`config.mk`:
```
export PLATFORM = sky130hd
export DESIGN_NAME = key_press_motion_sequencer_core_flat
export DESIGN_NICKNAME = d
export VERILOG_FILES = /design/src/rtl/kpms_pkg.sv /design/src/rtl/kpms_ifs.sv /design/src/rtl/kpms_cfg_regs.sv /design/src/rtl/kpms_engine.sv /design/src/rtl/key_press_motion_sequencer_core.sv /design/src/flat_wrapper.sv
export SDC_FILE = /design/constraint.sdc
export NUM_CORES = 1
export LEC_CHECK = 0
export BUFFER_PORTS_ARGS = -buffer_cell sky130_fd_sc_hd__buf_2
export CAP_MARGIN = 20
export CORE_ASPECT_RATIO = 0.9
export CORE_MARGIN = 1
export CORE_UTILIZATION = 40
export CTS_CLUSTER_DIAMETER = 60
export DETAILED_ROUTE_END_ITERATION = 10
export SLEW_MARGIN = 20
export SYNTH_ARGS = -nofsm -noshare
export SYNTH_HDL_FRONTEND = slang
export SYNTH_SLANG_ARGS = --single-unit
```
`constraint.sdc`:
```
create_clock -name clk -period 10.1 [get_ports clk]
set_input_delay 2.02 -clock clk [delete_from_list [all_inputs] [get_ports clk]]
set_output_delay 2.02 -clock clk [all_outputs]
set_load 0.01 [all_outputs]
```
`src/rtl/kpms_pkg.sv`:
```
// Shared widths, reset values, codes and types of the key press motion sequencer.
package kpms_pkg;

    localparam int NUM_KEYS_DEF   = 25;
    localparam int TIMER_BITS_DEF = 32;

    localparam int NOTE_W   = 5;
    localparam int DUR_W    = 8;
    localparam int POS_W    = 15;
    localparam int PULSE_W  = 16;
    localparam int HALF_W   = 16;
    localparam int SPACE_W  = 10;
    localparam int TICKS_W  = 24;
    localparam int PROD_W   = DUR_W + TICKS_W;
    localparam int PHASE_W  = 3;
    localparam int CFG_IDX_W  = 3;
    localparam int CFG_DATA_W = 24;

    // Register indexes on the configuration port
    localparam logic [CFG_IDX_W-1:0] CFG_STEP_HALF_PERIOD  = 3'd0;
    localparam logic [CFG_IDX_W-1:0] CFG_KEY_SPACING       = 3'd1;
    localparam logic [CFG_IDX_W-1:0] CFG_LAST_KEY_EXTRA    = 3'd2;
    localparam logic [CFG_IDX_W-1:0] CFG_HOLD_UNIT         = 3'd3;
    localparam logic [CFG_IDX_W-1:0] CFG_RELEASE_TIME      = 3'd4;
    localparam logic [CFG_IDX_W-1:0] CFG_FINGER_DOWN_PULSE = 3'd5;
    localparam logic [CFG_IDX_W-1:0] CFG_FINGER_UP_PULSE   = 3'd6;

    // Register reset values
    localparam logic [HALF_W-1:0]  STEP_HALF_PERIOD_RST  = 16'd2000;
    localparam logic [SPACE_W-1:0] KEY_SPACING_RST       = 10'd150;
    localparam logic [SPACE_W-1:0] LAST_KEY_EXTRA_RST    = 10'd200;
    localparam logic [TICKS_W-1:0] HOLD_UNIT_RST         = 24'd5000000;
    localparam logic [TICKS_W-1:0] RELEASE_TIME_RST      = 24'd500000;
    localparam logic [PULSE_W-1:0] FINGER_DOWN_PULSE_RST = 16'd1000;
    localparam logic [PULSE_W-1:0] FINGER_UP_PULSE_RST   = 16'd2000;

    // Motion phases
    localparam logic [PHASE_W-1:0] PH_IDLE = 3'd0;
    localparam logic [PHASE_W-1:0] PH_HIGH = 3'd1;
    localparam logic [PHASE_W-1:0] PH_LOW  = 3'd2;
    localparam logic [PHASE_W-1:0] PH_HOLD = 3'd3;
    localparam logic [PHASE_W-1:0] PH_REL  = 3'd4;

    typedef struct packed {
        logic [HALF_W-1:0]  step_half_period;
        logic [SPACE_W-1:0] key_spacing;
        logic [SPACE_W-1:0] last_key_extra;
        logic [TICKS_W-1:0] hold_unit;
        logic [TICKS_W-1:0] release_time;
        logic [PULSE_W-1:0] finger_down_pulse;
        logic [PULSE_W-1:0] finger_up_pulse;
    } cfg_t;

    typedef struct packed {
        logic              kind;
        logic [NOTE_W-1:0] note;
        logic [DUR_W-1:0]  duration;
    } item_t;

    typedef struct packed {
        logic               step_pin;
        logic               dir_pin;
        logic [PULSE_W-1:0] finger_pulse;
        logic               busy_res;
        logic               note_done;
        logic               rejected;
        logic [POS_W-1:0]   position;
    } result_t;

    typedef struct packed {
        logic [PHASE_W-1:0] phase;
        logic [POS_W-1:0]   position;
    } status_t;

endpackage

```
`src/rtl/kpms_ifs.sv`:
```
// Valid/ready channel interfaces for commands and results.
interface kpms_cmd_if;
    logic                        valid;
    logic                        ready;
    logic                        kind;
    logic [kpms_pkg::NOTE_W-1:0] note;
    logic [kpms_pkg::DUR_W-1:0]  duration;

    modport source (output valid, output kind, output note, output duration, input ready);
    modport sink (input valid, input kind, input note, input duration, output ready);
endinterface

interface kpms_res_if;
    logic                         valid;
    logic                         ready;
    logic                         step_pin;
    logic                         dir_pin;
    logic [kpms_pkg::PULSE_W-1:0] finger_pulse;
    logic                         busy_res;
    logic                         note_done;
    logic                         rejected;
    logic [kpms_pkg::POS_W-1:0]   position;

    modport source (output valid, output step_pin, output dir_pin, output finger_pulse,
                    output busy_res, output note_done, output rejected, output position,
                    input ready);
    modport sink (input valid, input step_pin, input dir_pin, input finger_pulse,
                  input busy_res, input note_done, input rejected, input position,
                  output ready);
endinterface

```
`src/rtl/kpms_cfg_regs.sv`:
```
// Configuration register file of the key press motion sequencer.
module kpms_cfg_regs (
    input  logic                                clk,
    input  logic                                rst_n,
    input  logic                                cfg_we,
    input  logic [kpms_pkg::CFG_IDX_W-1:0]      cfg_index,
    input  logic [kpms_pkg::CFG_DATA_W-1:0]     cfg_data,
    output kpms_pkg::cfg_t                      cfg
);

    kpms_pkg::cfg_t cfg_reg;
    kpms_pkg::cfg_t cfg_next;

    always_comb
    begin
        cfg_next = cfg_reg;
        if (cfg_we)
        begin
            case (cfg_index)
                kpms_pkg::CFG_STEP_HALF_PERIOD:
                    cfg_next.step_half_period = cfg_data[kpms_pkg::HALF_W-1:0];
                kpms_pkg::CFG_KEY_SPACING:
                    cfg_next.key_spacing = cfg_data[kpms_pkg::SPACE_W-1:0];
                kpms_pkg::CFG_LAST_KEY_EXTRA:
                    cfg_next.last_key_extra = cfg_data[kpms_pkg::SPACE_W-1:0];
                kpms_pkg::CFG_HOLD_UNIT:
                    cfg_next.hold_unit = cfg_data[kpms_pkg::TICKS_W-1:0];
                kpms_pkg::CFG_RELEASE_TIME:
                    cfg_next.release_time = cfg_data[kpms_pkg::TICKS_W-1:0];
                kpms_pkg::CFG_FINGER_DOWN_PULSE:
                    cfg_next.finger_down_pulse = cfg_data[kpms_pkg::PULSE_W-1:0];
                kpms_pkg::CFG_FINGER_UP_PULSE:
                    cfg_next.finger_up_pulse = cfg_data[kpms_pkg::PULSE_W-1:0];
                default:
                    cfg_next = cfg_reg;
            endcase
        end
    end

    always_ff @(posedge clk or negedge rst_n)
    begin
        if (!rst_n)
        begin
            cfg_reg.step_half_period  <= kpms_pkg::STEP_HALF_PERIOD_RST;
            cfg_reg.key_spacing       <= kpms_pkg::KEY_SPACING_RST;
            cfg_reg.last_key_extra    <= kpms_pkg::LAST_KEY_EXTRA_RST;
            cfg_reg.hold_unit         <= kpms_pkg::HOLD_UNIT_RST;
            cfg_reg.release_time      <= kpms_pkg::RELEASE_TIME_RST;
            cfg_reg.finger_down_pulse <= kpms_pkg::FINGER_DOWN_PULSE_RST;
            cfg_reg.finger_up_pulse   <= kpms_pkg::FINGER_UP_PULSE_RST;
        end
        else
        begin
            cfg_reg <= cfg_next;
        end
    end

    assign cfg = cfg_reg;

endmodule

```
`src/rtl/kpms_engine.sv`:
```
// Motion state registers and the single-pass update for one tick or command.
module kpms_engine #(
    parameter int NUM_KEYS   = kpms_pkg::NUM_KEYS_DEF,
    parameter int TIMER_BITS = kpms_pkg::TIMER_BITS_DEF
) (
    input  logic                 clk,
    input  logic                 rst_n,
    input  logic                 adv,
    input  kpms_pkg::item_t      item,
    input  kpms_pkg::cfg_t       cfg,
    output kpms_pkg::result_t    res_next,
    output kpms_pkg::status_t    status
);

    localparam int EXT_W = (TIMER_BITS > kpms_pkg::PROD_W) ? TIMER_BITS : kpms_pkg::PROD_W;
    localparam logic [kpms_pkg::NOTE_W-1:0] LAST_KEY    = kpms_pkg::NOTE_W'(NUM_KEYS - 1);
    localparam logic [kpms_pkg::NOTE_W-1:0] SECOND_LAST = kpms_pkg::NOTE_W'(NUM_KEYS - 2);
    localparam logic [kpms_pkg::NOTE_W-1:0] KEY_COUNT   = kpms_pkg::NOTE_W'(NUM_KEYS);

    logic [kpms_pkg::PHASE_W-1:0] phase_reg,  phase_next;
    logic [kpms_pkg::POS_W-1:0]   pos_reg,    pos_next;
    logic [kpms_pkg::POS_W-1:0]   target_reg, target_next;
    logic [TIMER_BITS-1:0]        timer_reg,  timer_next;
    logic [kpms_pkg::DUR_W-1:0]   held_reg,   held_next;
    logic [kpms_pkg::PULSE_W-1:0] servo_reg,  servo_next;
    logic                         dir_reg,    dir_next;

    logic [kpms_pkg::NOTE_W-1:0]  key;
    logic                         is_last;
    logic [kpms_pkg::NOTE_W-1:0]  key_mul;
    logic [kpms_pkg::POS_W-1:0]   tgt_prod;
    logic [kpms_pkg::POS_W-1:0]   tgt_cmd;
    logic [kpms_pkg::POS_W-1:0]   tgt_src;
    logic                         note_ok;
    logic                         cmd_go;
    logic                         rej;
    logic [kpms_pkg::DUR_W-1:0]   dur_sel;
    logic [kpms_pkg::PROD_W-1:0]  hold_prod;
    logic [EXT_W-1:0]             hold_ext;
    logic [EXT_W-1:0]             tmax_ext;
    logic [EXT_W-1:0]             rel_ext;
    logic [TIMER_BITS-1:0]        hold_ticks;
    logic [TIMER_BITS-1:0]        rel_ticks;
    logic [TIMER_BITS-1:0]        half_ticks;
    logic [TIMER_BITS-1:0]        timer_dec;
    logic                         do_move;
    logic                         do_hold;
    logic                         do_release;
    logic                         done;

    // Target position of a new note; the last key sits an extra offset past the second-last
    assign key      = item.note - kpms_pkg::NOTE_W'(1);
    assign is_last  = (key == LAST_KEY);
    assign key_mul  = is_last ? SECOND_LAST : key;
    assign tgt_prod = kpms_pkg::POS_W'(key_mul) * kpms_pkg::POS_W'(cfg.key_spacing);
    assign tgt_cmd  = tgt_prod + (is_last ? kpms_pkg::POS_W'(cfg.last_key_extra)
                                          : kpms_pkg::POS_W'(0));
    assign tgt_src  = item.kind ? tgt_cmd : target_reg;

    assign note_ok = (item.note != '0) && (item.note <= KEY_COUNT);
    assign cmd_go  = item.kind && (phase_reg == kpms_pkg::PH_IDLE) && note_ok;
    assign rej     = item.kind && !((phase_reg == kpms_pkg::PH_IDLE) && note_ok);

    // Hold length, saturated to the timer width
    assign dur_sel    = item.kind ? item.duration : held_reg;
    assign hold_prod  = kpms_pkg::PROD_W'(dur_sel) * kpms_pkg::PROD_W'(cfg.hold_unit);
    assign hold_ext   = EXT_W'(hold_prod);
    assign tmax_ext   = EXT_W'({TIMER_BITS{1'b1}});
    assign hold_ticks = (hold_ext > tmax_ext) ? '1 : hold_ext[TIMER_BITS-1:0];
    assign rel_ext    = EXT_W'(cfg.release_time);
    assign rel_ticks  = rel_ext[TIMER_BITS-1:0];
    assign half_ticks = (cfg.step_half_period == '0) ? TIMER_BITS'(1)
                                                     : TIMER_BITS'(cfg.step_half_period);
    assign timer_dec  = (timer_reg != '0) ? (timer_reg - TIMER_BITS'(1)) : '0;

    always_comb
    begin
        phase_next  = phase_reg;
        pos_next    = pos_reg;
        target_next = target_reg;
        timer_next  = timer_reg;
        held_next   = held_reg;
        servo_next  = servo_reg;
        dir_next    = dir_reg;
        do_move     = 1'b0;
        do_hold     = 1'b0;
        do_release  = 1'b0;
        done        = 1'b0;

        if (cmd_go)
        begin
            target_next = tgt_cmd;
            held_next   = item.duration;
            do_move     = 1'b1;
        end
        else if (!item.kind && (phase_reg != kpms_pkg::PH_IDLE))
        begin
            timer_next = timer_dec;
            if (timer_dec == '0)
            begin
                case (phase_reg)
                    kpms_pkg::PH_HIGH:
                    begin
                        phase_next = kpms_pkg::PH_LOW;
                        timer_next = half_ticks;
                    end
                    kpms_pkg::PH_LOW:
                        do_move = 1'b1;
                    kpms_pkg::PH_HOLD:
                        do_release = 1'b1;
                    default:
                    begin
                        phase_next = kpms_pkg::PH_IDLE;
                        done       = 1'b1;
                    end
                endcase
            end
        end

        if (do_move)
        begin
            if (pos_reg == tgt_src)
            begin
                do_hold = 1'b1;
            end
            else
            begin
                if (tgt_src > pos_reg)
                begin
                    dir_next = 1'b0;
                    pos_next = pos_reg + kpms_pkg::POS_W'(1);
                end
                else
                begin
                    dir_next = 1'b1;
                    pos_next = pos_reg - kpms_pkg::POS_W'(1);
                end
                phase_next = kpms_pkg::PH_HIGH;
                timer_next = half_ticks;
            end
        end

        if (do_hold)
        begin
            servo_next = cfg.finger_down_pulse;
            timer_next = hold_ticks;
            if (hold_ticks == '0)
                do_release = 1'b1;
            else
                phase_next = kpms_pkg::PH_HOLD;
        end

        if (do_release)
        begin
            servo_next = cfg.finger_up_pulse;
            timer_next = rel_ticks;
            if (rel_ticks == '0)
            begin
                phase_next = kpms_pkg::PH_IDLE;
                done       = 1'b1;
            end
            else
            begin
                phase_next = kpms_pkg::PH_REL;
            end
        end
    end

    always_ff @(posedge clk or negedge rst_n)
    begin
        if (!rst_n)
        begin
            phase_reg  <= kpms_pkg::PH_IDLE;
            pos_reg    <= '0;
            target_reg <= '0;
            timer_reg  <= '0;
            held_reg   <= '0;
            servo_reg  <= kpms_pkg::FINGER_UP_PULSE_RST;
            dir_reg    <= 1'b0;
        end
        else if (adv)
        begin
            phase_reg  <= phase_next;
            pos_reg    <= pos_next;
            target_reg <= target_next;
            timer_reg  <= timer_next;
            held_reg   <= held_next;
            servo_reg  <= servo_next;
            dir_reg    <= dir_next;
        end
    end

    assign res_next.step_pin     = (phase_next == kpms_pkg::PH_HIGH);
    assign res_next.dir_pin      = dir_next;
    assign res_next.finger_pulse = servo_next;
    assign res_next.busy_res     = (phase_next != kpms_pkg::PH_IDLE);
    assign res_next.note_done    = done;
    assign res_next.rejected     = rej;
    assign res_next.position     = pos_next;

    assign status.phase    = phase_reg;
    assign status.position = pos_reg;

endmodule

```
`src/rtl/key_press_motion_sequencer_core.sv`:
```
// Top level of the key press motion sequencer: input register, engine, result register.
// Path: an accepted transaction passes the input register, then the result register.
// Throughput: one transaction per cycle while the sink takes results; each tick or note updates the state in one pass.
// A waiting result lets the input register take one more transaction, then stalls the input.
// Reset: asynchronous active-low rst_n clears both pipeline valids, the motion state
// (idle, position 0, finger up) and loads all configuration registers with their defaults.
module key_press_motion_sequencer_core #(
    parameter int NUM_KEYS   = kpms_pkg::NUM_KEYS_DEF,
    parameter int TIMER_BITS = kpms_pkg::TIMER_BITS_DEF
) (
    input  logic                            clk,
    input  logic                            rst_n,
    kpms_cmd_if.sink                        cmd,
    kpms_res_if.source                      res,
    input  logic                            cfg_we,
    input  logic [kpms_pkg::CFG_IDX_W-1:0]  cfg_index,
    input  logic [kpms_pkg::CFG_DATA_W-1:0] cfg_data
);

    kpms_pkg::cfg_t    cfg;
    kpms_pkg::item_t   item_reg;
    kpms_pkg::result_t res_next;
    kpms_pkg::result_t out_reg;
    kpms_pkg::status_t status;

    logic in_valid_reg;
    logic in_valid_next;
    logic out_valid_reg;
    logic out_valid_next;
    logic adv;
    logic in_take;

    // Configuration registers; to be written only while the sequencer is idle, which the block does not enforce
    kpms_cfg_regs u_cfg_regs (
        .clk       (clk),
        .rst_n     (rst_n),
        .cfg_we    (cfg_we),
        .cfg_index (cfg_index),
        .cfg_data  (cfg_data),
        .cfg       (cfg)
    );

    // Advance the held transaction whenever the result register is free or being drained
    assign adv       = in_valid_reg && (!out_valid_reg || res.ready);
    assign cmd.ready = !in_valid_reg || adv;
    assign in_take   = cmd.valid && cmd.ready;

    assign in_valid_next  = in_take || (in_valid_reg && !adv);
    assign out_valid_next = adv || (out_valid_reg && !res.ready);

    always_ff @(posedge clk or negedge rst_n)
    begin
        if (!rst_n)
        begin
            in_valid_reg  <= 1'b0;
            out_valid_reg <= 1'b0;
        end
        else
        begin
            in_valid_reg  <= in_valid_next;
            out_valid_reg <= out_valid_next;
        end
    end

    // Capture the incoming transaction payload
    always_ff @(posedge clk)
    begin
        if (in_take)
        begin
            item_reg.kind     <= cmd.kind;
            item_reg.note     <= cmd.note;
            item_reg.duration <= cmd.duration;
        end
    end

    // State update for one tick or note command
    kpms_engine #(
        .NUM_KEYS   (NUM_KEYS),
        .TIMER_BITS (TIMER_BITS)
    ) u_engine (
        .clk      (clk),
        .rst_n    (rst_n),
        .adv      (adv),
        .item     (item_reg),
        .cfg      (cfg),
        .res_next (res_next),
        .status   (status)
    );

    // Hold the result until the sink takes it
    always_ff @(posedge clk)
    begin
        if (adv)
            out_reg <= res_next;
    end

    assign res.valid        = out_valid_reg;
    assign res.step_pin     = out_reg.step_pin;
    assign res.dir_pin      = out_reg.dir_pin;
    assign res.finger_pulse = out_reg.finger_pulse;
    assign res.busy_res     = out_reg.busy_res;
    assign res.note_done    = out_reg.note_done;
    assign res.rejected     = out_reg.rejected;
    assign res.position     = out_reg.position;

`ifndef NO_ASSERTIONS
    // An empty result register must never block the command side
    a_ready_when_empty: assert property (@(posedge clk) disable iff (!rst_n)
        !out_valid_reg |-> cmd.ready)
        else $error("command side stalled with empty result register");

    // Only note commands can be rejected
    a_reject_only_cmd: assert property (@(posedge clk) disable iff (!rst_n)
        adv && res_next.rejected |-> item_reg.kind)
        else $error("tick transaction flagged as rejected");

    // A tick while idle never completes a note
    a_idle_tick_quiet: assert property (@(posedge clk) disable iff (!rst_n)
        adv && !item_reg.kind && (status.phase == kpms_pkg::PH_IDLE) |-> !res_next.note_done)
        else $error("note_done raised by a tick while idle");

    // The motor moves at most one count per processed transaction
    a_one_step: assert property (@(posedge clk) disable iff (!rst_n)
        $past(adv) |-> (status.position == $past(status.position)) ||
                       (status.position == $past(status.position) + kpms_pkg::POS_W'(1)) ||
                       (status.position == $past(status.position) - kpms_pkg::POS_W'(1)))
        else $error("position jumped by more than one step");
`endif

endmodule

```
`src/flat_wrapper.sv`:
```
// flat-port wrapper written by rule: the top's interface ports become plain ports
module key_press_motion_sequencer_core_flat 
#(
    parameter int NUM_KEYS   = kpms_pkg::NUM_KEYS_DEF,
    parameter int TIMER_BITS = kpms_pkg::TIMER_BITS_DEF
)
  (clk, rst_n, cfg_we, cfg_index, cfg_data, cmd_valid, cmd_kind, cmd_note, cmd_duration, cmd_ready, res_valid, res_step_pin, res_dir_pin, res_finger_pulse, res_busy_res, res_note_done, res_rejected, res_position, res_ready);
  kpms_cmd_if cmd_i ();
  kpms_res_if res_i ();
  input  logic clk;
  input  logic rst_n;
  input  logic cfg_we;
  input  logic [kpms_pkg::CFG_IDX_W-1:0] cfg_index;
  input  logic [kpms_pkg::CFG_DATA_W-1:0] cfg_data;
  input wire logic [$bits(cmd_i.valid)-1:0] cmd_valid;
  input wire logic [$bits(cmd_i.kind)-1:0] cmd_kind;
  input wire logic [$bits(cmd_i.note)-1:0] cmd_note;
  input wire logic [$bits(cmd_i.duration)-1:0] cmd_duration;
  output wire logic [$bits(cmd_i.ready)-1:0] cmd_ready;
  output wire logic [$bits(res_i.valid)-1:0] res_valid;
  output wire logic [$bits(res_i.step_pin)-1:0] res_step_pin;
  output wire logic [$bits(res_i.dir_pin)-1:0] res_dir_pin;
  output wire logic [$bits(res_i.finger_pulse)-1:0] res_finger_pulse;
  output wire logic [$bits(res_i.busy_res)-1:0] res_busy_res;
  output wire logic [$bits(res_i.note_done)-1:0] res_note_done;
  output wire logic [$bits(res_i.rejected)-1:0] res_rejected;
  output wire logic [$bits(res_i.position)-1:0] res_position;
  input wire logic [$bits(res_i.ready)-1:0] res_ready;
  assign cmd_i.valid = cmd_valid;
  assign cmd_i.kind = cmd_kind;
  assign cmd_i.note = cmd_note;
  assign cmd_i.duration = cmd_duration;
  assign cmd_ready = cmd_i.ready;
  assign res_valid = res_i.valid;
  assign res_step_pin = res_i.step_pin;
  assign res_dir_pin = res_i.dir_pin;
  assign res_finger_pulse = res_i.finger_pulse;
  assign res_busy_res = res_i.busy_res;
  assign res_note_done = res_i.note_done;
  assign res_rejected = res_i.rejected;
  assign res_position = res_i.position;
  assign res_i.ready = res_ready;
  key_press_motion_sequencer_core #(.NUM_KEYS(NUM_KEYS), .TIMER_BITS(TIMER_BITS)) u_core (.clk(clk), .rst_n(rst_n), .cmd(cmd_i), .res(res_i), .cfg_we(cfg_we), .cfg_index(cfg_index), .cfg_data(cfg_data));
endmodule
```
== Word level (Yosys, flattened, before mapping) ==
Index checks and enable logic that the tools add are counted.

* Output and inout port bits: 38
* Bits of input ports: 46
* Bits in registers: 258
* Word-level logic and storage cells: 139

* Muxes and demuxes: 51
* Add/subtract/negate cells: 5
* Order comparisons: 3
* Reduce and logical (&&, ||, !) cells: 40
* Equality and inequality tests: 12
* Multiply operators: 2

{| class="wikitable"
|+ Operator list
! kind !! count
|-
| $mux 32 || 10
|-
| $logic_not 32->1 || 3
|-
| $mux 15 || 4
|-
| $mux 16 || 3
|-
| $gt 32x32->1 const B || 1
|-
| $mul 8x24->32 || 1
|-
| $reduce_bool 32->1 || 1
|-
| $sub 32x1->32 const B || 1
|-
| $mux 3 || 9
|-
| $mux 1 || 21
|-
| $logic_not 16->1 || 1
|-
| $reduce_and 2->1 || 8
|-
| $add 15x1->15 const B || 1
|-
| $add 15x10->15 || 1
|-
| $eq 15x15->1 || 1
|-
| $gt 15x15->1 || 1
|-
| $mul 5x10->15 || 1
|-
| $sub 15x1->15 const B || 1
|-
| $eq 3x2->1 const B || 4
|-
| $logic_and 1x1->1 || 10
|-
| $mux 10 || 1
|-
| $eq 3x1->1 const B || 3
|-
| $eq 3x3->1 const B || 3
|-
| $mux 8 || 1
|-
| other kinds (12) || 22
|}

== Depth between registers and ports, before layout ==
Gate-level depths: netlist of run 1.

* Depth after elaboration: 13
* Depth in mapped cells: 44
* Mapped depth without buffers: 41

== Hierarchy ==
A second synthesis of run 1 with hierarchy kept.

* Cells, all modules: 2,238
* Area total of the unflattened synthesis: 21,818.4 µm²

{| class="wikitable"
|+ By module, submodules not included
! module !! times used !! sequential area each (µm²) !! cells each !! area an instance (µm²)
|-
| kpms_engine || 1 || 2,259.7 || 1,927 || 15,720.1
|-
| kpms_cfg_regs || 1 || 2,952.8 || 253 || 4,493.1
|-
| key_press_motion_sequencer_core || 1 || 1,551.5 || 58 || 1,605.3
|}

== Worst setup path after synthesis of run 1 ==
No wires, ideal clock.

* Path type: flip-flop to flip-flop
* Start point: register u_core.item_reg[8] in the netlist's numbering
* End point: register u_core.out_reg (netlist bit u_core.res.position[13]), data pin
* Slack: 0.838 ns
* Arrival time: 9.002 ns
* Setup time: 0.260 ns
* Path buffers: 3
* Clock period less this slack: 9.262 ns
* Required time: 9.840 ns
* Stages on the path, launching flop included: 43
* Path through: edfxtp_1 > inv_1 > ha_1 > xnor2_1 > and3_1 > nor2b_1 > nand2b_1 > clkbuf_1 > nand2_1 > fa_1 > fa_1 > fa_1 > inv_1 > ha_1 > a21o_1 > a21oi_1 > o21bai_1 > a21oi_1 > [7 not listed] > ha_1 > nand3_1 > or4_1 > clkbuf_1 > clkbuf_1 > nand2_1 > ha_1 > a21o_1 > a21o_1 > a21o_1 > a21o_1 > a21oi_1 > o21ai_0 > o41ai_1 > o21bai_1 > a21oi_1 > xnor2_1 > mux2_2

{| class="wikitable"
|+ RTL lines
! element !! RTL line !! text
|-
| start, declared || key_press_motion_sequencer_core.sv:21 || <nowiki>kpms_pkg::item_t item_reg;</nowiki>
|-
| end signal, assigned || key_press_motion_sequencer_core.sv:94 || <nowiki>out_reg <= res_next;</nowiki>
|-
| end, declared || key_press_motion_sequencer_core.sv:23 || <nowiki>kpms_pkg::result_t out_reg;</nowiki>
|}

==> results.md, run 1 <==
- Status: finished clean
- Slew Limit Fails: 0
- Fraction of registers with async set/reset: 80.6%
- Worst Skew: 15.9 ps
- Post-synthesis cell type count: 82
- Highest metal used: met4
- RSZ-0062 raised after global routing: no
- Final WL: 61,900 microns
- Root Buffer: clkbuf_16
- Syn_nets: 2,657
- GRT overflow: 0
- Worst setup path class: reg -> reg
- DR WL met3: 3280 microns
- Fin crit share: 93.5%
- GPL Wtd Cong: 0.916
- Setup crit start kind: flip-flop
- Leading cell type in the layout, fill and taps excluded: nand2_1
- DR WL/cell: 20.1 microns
- CTS sink count: 258
- # resized after CTS: 0
- Worst-skew pair later-pin latency: 600 ps
- Post-synthesis sequential area ratio: 30.7%
- GRT Resource Usage Total: 22.0%
- Syn_area_per_cell: 9.43 sq um
- Min-delay worst type: reg -> reg
- Rows: 81
- Core area: 54,400 sq um
- Post-synth EDFFs: 50
- Antenna-violating nets left: 0
- ANT cells: 0
- Post-synthesis instance total: 2,337
- Most frequent cells in the layout: 268 x nand2_1, 206 x inv_1, 167 x fa_1
- Synth area leader: dfrtp_1
- Top post-synthesis cells by area: dfrtp_1 18%, fa_1 15%, mux2_2 8.2%
- Crit path max-delay cell type: or4_1
- FF+latch count, synth: 258
- First-pass GRT wire length: 98,600 microns
- Crit Path Max Fanout: 13
- Length of routed wiring on met1: 29,600 microns
- Clock Path Buffers: 3
- Top FF cell, synth: dfrtp_1
- Total CTS buffers: 31
- CTS clk-pin slew, worst paths: 60 ps
- Vias: 17,400
- Area share of the largest cell type after synthesis: 18.4%
- Setup_tns: 0 ps
- CP dominant cell by count: a21oi_1
- Drt via density: 5.63
- Final HPWL from detailed placement: 46,200 microns
- H-tree Lvls: 1
- Buffers on Ports: 83
- Largest net degree at the start of global routing: 79
- CP max stage delay: 580 ps
- Postcts setup bufs: 0
- WP data required: 10,440 ps
- Vias in the first global route: 17,300
- DRC violations left: 0
- Layout filler cell count: 5,156
- Final nets: 2,677
- Drt first pass iters: 6
- Syn Std Cell Area: 22,000 sq um
- Initial Util: 40.5%
- Metal2 WL: 27,500 microns
- Largest register FFs: 116
- Die width: 249 microns
- CTS hold repair buffers: 0
- 1st-iter DRT viols: 1,359
- CTS tree: built
- Max Fclk: 106 MHz
- Die height: 225 microns
- Slew HR: 32.9%
- Die ar.: 56,100 sq um
- Max cap viols: 0
- Worst Max-Slew Pin Slew: 1010 ps
- Initial antenna violation count: 3
- Layout cells sized above 1: 17.5%
- Post-layout min period: 9440 ps
- Final Hold Vio Count: 0
- Synth warnings: 0
- # setup viols final: 0
- Synth-to-Final Area Change: 9.97%
- # IOs: 84
- Worst EP arrival: 9780 ps
- Worst setup EP type: flip-flop
cell families after synthesis:
logic type,count (synthesis),synth area share (%)
AOI/OAI and AO/OA,391,11.2
buffers and inverters,335,5.87
xor gates and xnor gates,56,2.22
muxes,187,9.41
adders and majority gates,274,21.2
and+or+nand+nor,836,19.4
DFF,258,30.7
per-stage QoR:
step                hold slack [ps]  setup WS (ps)  instance area [sq um]  utilization, %  cells
floorplan                       446            838                  22000               -   2337
global placement                461            438                  23100            42.5   3027
detailed placement              469            174                  23100            42.5   3029
CTS                             479            134                  24200            44.5   3087
global route                    498           19.7                  24200            44.6   3087
finish                          476            661                  24200            44.6   3087
worst max-delay path, delay by kind of cell (launching register included):
| kind | cells | cell delay [ps] |
|---|---|---|
| compound gates | 18 | 3190 |
| fa+ha+maj | 7 | 2640 |
| simple gates | 7 | 1770 |
| mux | 2 | 530 |
| flops | 1 | 460 |
| xor+xnor | 3 | 390 |
| buf+inv | 3 | 210 |
layout make-up:
cell class	instances	area, sq um	area share, %
multi-input combinational	1744	14100	58.0
sequential	258	6760	27.9
tap	705	882	3.64
clock buffer	41	856	3.53
inverter	207	779	3.21
timing repair buffer	115	684	2.82
clock inverter	17	228	0.939
routing by layer:
metal,global-route usage [%],vias up
met3,2.65,83
met4,5.52,0
met1,31.9,8714
met2,34.9,529
li1,-,8062
met5,0,-
Yosys cell counts (all sizes together), types with 6 or more instances:
master  instances
a21oi         105
fa            167
o21a            7
nor4           32
a21o           27
nand4b          7
xor2           18
o211ai          6
o31ai           7
nor4b           8
nand4          21
nand2         269
mux2i          25
o21bai          8
buf            41
o21ai         114
nand2b         24
nor2b          95
dfstp          46
clkbuf         87
a31o            7
a22oi           9
or3            13
and3           14
dfrtp         162
nor3           51
and2           75
inv           207
mux2          162
a31oi          30
ha            107
a211oi          9
xnor2          38
nor2          118
or2            11
edfxtp         50
o41ai           6
nand3          69
or4             9
final timing paths:
check / slack (ps) / cells after the start / end / from
worst min-delay path: 480 / 2 / u_core.u_engine.servo_reg[8]$_DFFE_PN1P_ / u_core.u_cfg_regs.cfg[8]$_DFFE_PN1P_
min in group asynchronous: 1410 / 1 / u_core.u_engine.pos_reg[11]$_DFFE_PN0P_ / rst_n
worst max register to register: 660 / 40 / u_core.res.position[13]$_DFFE_PP_ / u_core.item_reg[8]$_DFFE_PP_
worst max-delay path: 660 / 40 / u_core.res.position[13]$_DFFE_PP_ / u_core.item_reg[8]$_DFFE_PP_
max in group asynchronous: 7280 / 2 / u_core.u_engine.servo_reg[1]$_DFFE_PN0P_ / rst_n
worst min register to register: 480 / 2 / u_core.u_engine.servo_reg[8]$_DFFE_PN1P_ / u_core.u_cfg_regs.cfg[8]$_DFFE_PN1P_
Power of run 1 is not shown: default switching activity piles up to over one toggle a cycle in this logic, so the estimate is an artifact.
==> inputs of run 2 (changes only) <==
- BUFFER_PORTS_ARGS: -buffer_cell sky130_fd_sc_hd__buf_2 -> unset
- CELL_PAD_IN_SITES_DETAIL_PLACEMENT: unset -> 1
- CELL_PAD_IN_SITES_GLOBAL_PLACEMENT: unset -> 1
- DONT_BUFFER_PORTS: unset -> 1
- PLACE_DENSITY_LB_ADDON: unset -> 0.1
==> results.md, run 2 (synthesis results as in run 1) <==
- Status: finished clean
- Most used routing layer: met2
- Most frequent cells in the layout: 268 x nand2_1, 206 x inv_1, 167 x fa_1
- Synth-to-Final Area Change: 8.60%
- GRT overflow: 0 (unchanged)
- DRC violations left: 0 (unchanged)
- Core area: 54,400 sq um (unchanged)
- GR Util met1: 36.6% (+4.6 points)
- Worst setup EP type: flip-flop
- Crit path max-delay cell type: or4_1
- Die height: 225 microns (unchanged)
- Final nets: 2,599 (-2.9%)
- Worst EP arrival: 9790 ps (about the same)
- DR WL/cell: 22.7 microns (+13%)
- Worst Skew: 17.6 ps (+1.61 ps)
- Slew HR: 26.2% (-6.7 points)
- Final Instance Count excl. Fillers: 3,013 (-2.4%)
- H-tree Lvls: 2 (+1)
- CP dominant cell by count: a21oi_1
- First-pass GRT wire length: 108,000 microns (+9.6%)
- GPL Wtd Cong: 0.876 (-4.4%)
- Die ar.: 56,100 sq um (unchanged)
- Total CTS buffers: 35 (+13%)
- Leading cell type in the layout, fill and taps excluded: nand2_1
- Cell total after placement: 2,947 (-2.7%)
- Worst Max-Slew Pin Slew: 1100 ps (+91.9 ps)
- Worst-skew pair later-pin latency: 550 ps (-50 ps)
- Drt first pass iters: 5 (-1)
- GRT Resource Usage Total: 24.6% (+2.6 points)
- Drt via density: 5.70 (+1.3%)
- Layout cells sized above 1: 14.9% (-2.6 points)
- Root Buffer: clkbuf_16
- GR Layer Usage met2: 37.9% (+3.0 points)
- Slew Limit Fails: 0 (unchanged)
- Final WL: 68,300 microns (+10%)
- Post-layout min period: 9490 ps (+49.7 ps)
- CTS clk-pin slew, worst paths: 60 ps (about the same)
- CTS tree: built
- Reg area: 6760 sq um (unchanged)
- Fin crit share: 93.9% (+0.49 points)
- # setup viols final: 0 (unchanged)
- Antenna-violating nets left: 0 (unchanged)
- Largest register FFs: 116 (unchanged)
- CTS sink count: 258 (unchanged)
- Crit Path Max Fanout: 13 (unchanged)
- GRT met3 Usage: 4.02% (+1.4 points)
- Rows: 81 (unchanged)
- Max cap viols: 0 (unchanged)
- Max Fclk: 105 MHz (-0.52%)
- Die width: 249 microns (unchanged)
- Initial Util: 40.5% (unchanged)
- Initial antenna violation count: 4 (+1)
- Vias: 17,200 (-1.2%)
- 1st-iter DRT viols: 1,072 (-21%)
- Crit path max-delay family: compound AO/OA/AOI/OAI gates
- Setup_tns: 0 ps (unchanged)
- Worst path bufs/invs: 3 (unchanged)
- Clock Path Buffers: 3 (unchanged)
- Layout filler cell count: 6,138 (+19%)
- # IOs: 84 (unchanged)
- Worst setup path class: reg -> reg
- Min-delay worst type: reg -> reg
- CP max stage delay: 570 ps (about the same)
- Final HPWL from detailed placement: 51,100 microns (+11%)
- WP data required: 10,400 ps (-40 ps)
- Multi-input gate area: 14,100 sq um (about the same)
- Vias in the first global route: 18,300 (+5.6%)
- RSZ-0062 raised after global routing: no
- Setup crit start kind: flip-flop
- Largest net degree at the start of global routing: 209 (+160%)
- Final Hold Vio Count: 0 (unchanged)
- Buffers on Ports: 0 (-100%)
[run 2: cell count changes in the layout (fill, tap and decap cells not counted), moves of 3 or more]
cell,delta
inv_6,-5
clkbuf_16,+3
clkbuf_1,-3
buf_2,-82
buf_4,+4
clkinv_2,+4
clkbuf_8,+3
[run 2: metal layers]
layer  part of all wire, %  wire length (microns)
met5                 0.040                     27
met2                    44                  29900
met3                   5.0                   3390
met1                    50                  34100
met4                   1.4                    923
[run 2: layout make-up]
| type | count | share of cell area, % |
|---|---|---|
| Inverter | 207 | 3.26 |
| Timing Repair Buffer | 33 | 1.03 |
| Clock buffer | 45 | 4.07 |
| Multi-Input combinational cell | 1744 | 58.7 |
| Tap cell | 705 | 3.68 |
| Antenna cell | 2 | 0.0209 |
| Sequential cell | 258 | 28.2 |
| Clock inverter | 19 | 0.961 |
[run 2: timing repair]
action	CTS	global route
setup endpoints to repair	0	7
gates resized for setup	0	3
setup buffers	0	0
hold buffers	0	0
[run 2: final timing paths]
check / startpoint / endpoint / slack (ps) / depth (start not counted)
min: u_core.u_cfg_regs.cfg[10]$_DFFE_PN1P_ / u_core.u_engine.servo_reg[10]$_DFFE_PN1P_ / 480 / 2
min in group asynchronous: rst_n / u_core.u_cfg_regs.cfg[76]$_DFFE_PN0P_ / 1170 / 0
max: u_core.item_reg[8]$_DFFE_PP_ / u_core.res.position[13]$_DFFE_PP_ / 610 / 40
max reg2reg: u_core.item_reg[8]$_DFFE_PP_ / u_core.res.position[13]$_DFFE_PP_ / 610 / 40
max in group asynchronous: rst_n / u_core.u_cfg_regs.cfg[72]$_DFFE_PN0P_ / 8420 / 0
min reg2reg: u_core.u_cfg_regs.cfg[10]$_DFFE_PN1P_ / u_core.u_engine.servo_reg[10]$_DFFE_PN1P_ / 480 / 2
[run 2: stage by stage]
step | hold slack [ps] | setup slack [ps] | util (%) | cell area (sq um)
floorplan | 446 | 838 | - | 22000
global placement | 462 | 466 | 41.7 | 22700
detailed placement | 470 | 146 | 41.7 | 22700
CTS | 479 | 112 | 44.0 | 23900
global route | 493 | 19.9 | 44.0 | 23900
finish | 476 | 612 | 44.0 | 23900
[run 2: worst min-delay path, stage by stage (launching register included)]
cell,delay [ps]
dfstp_2,370
nand3_1,60
nand2_1,50
Power of run 2 is left out for the same reason.
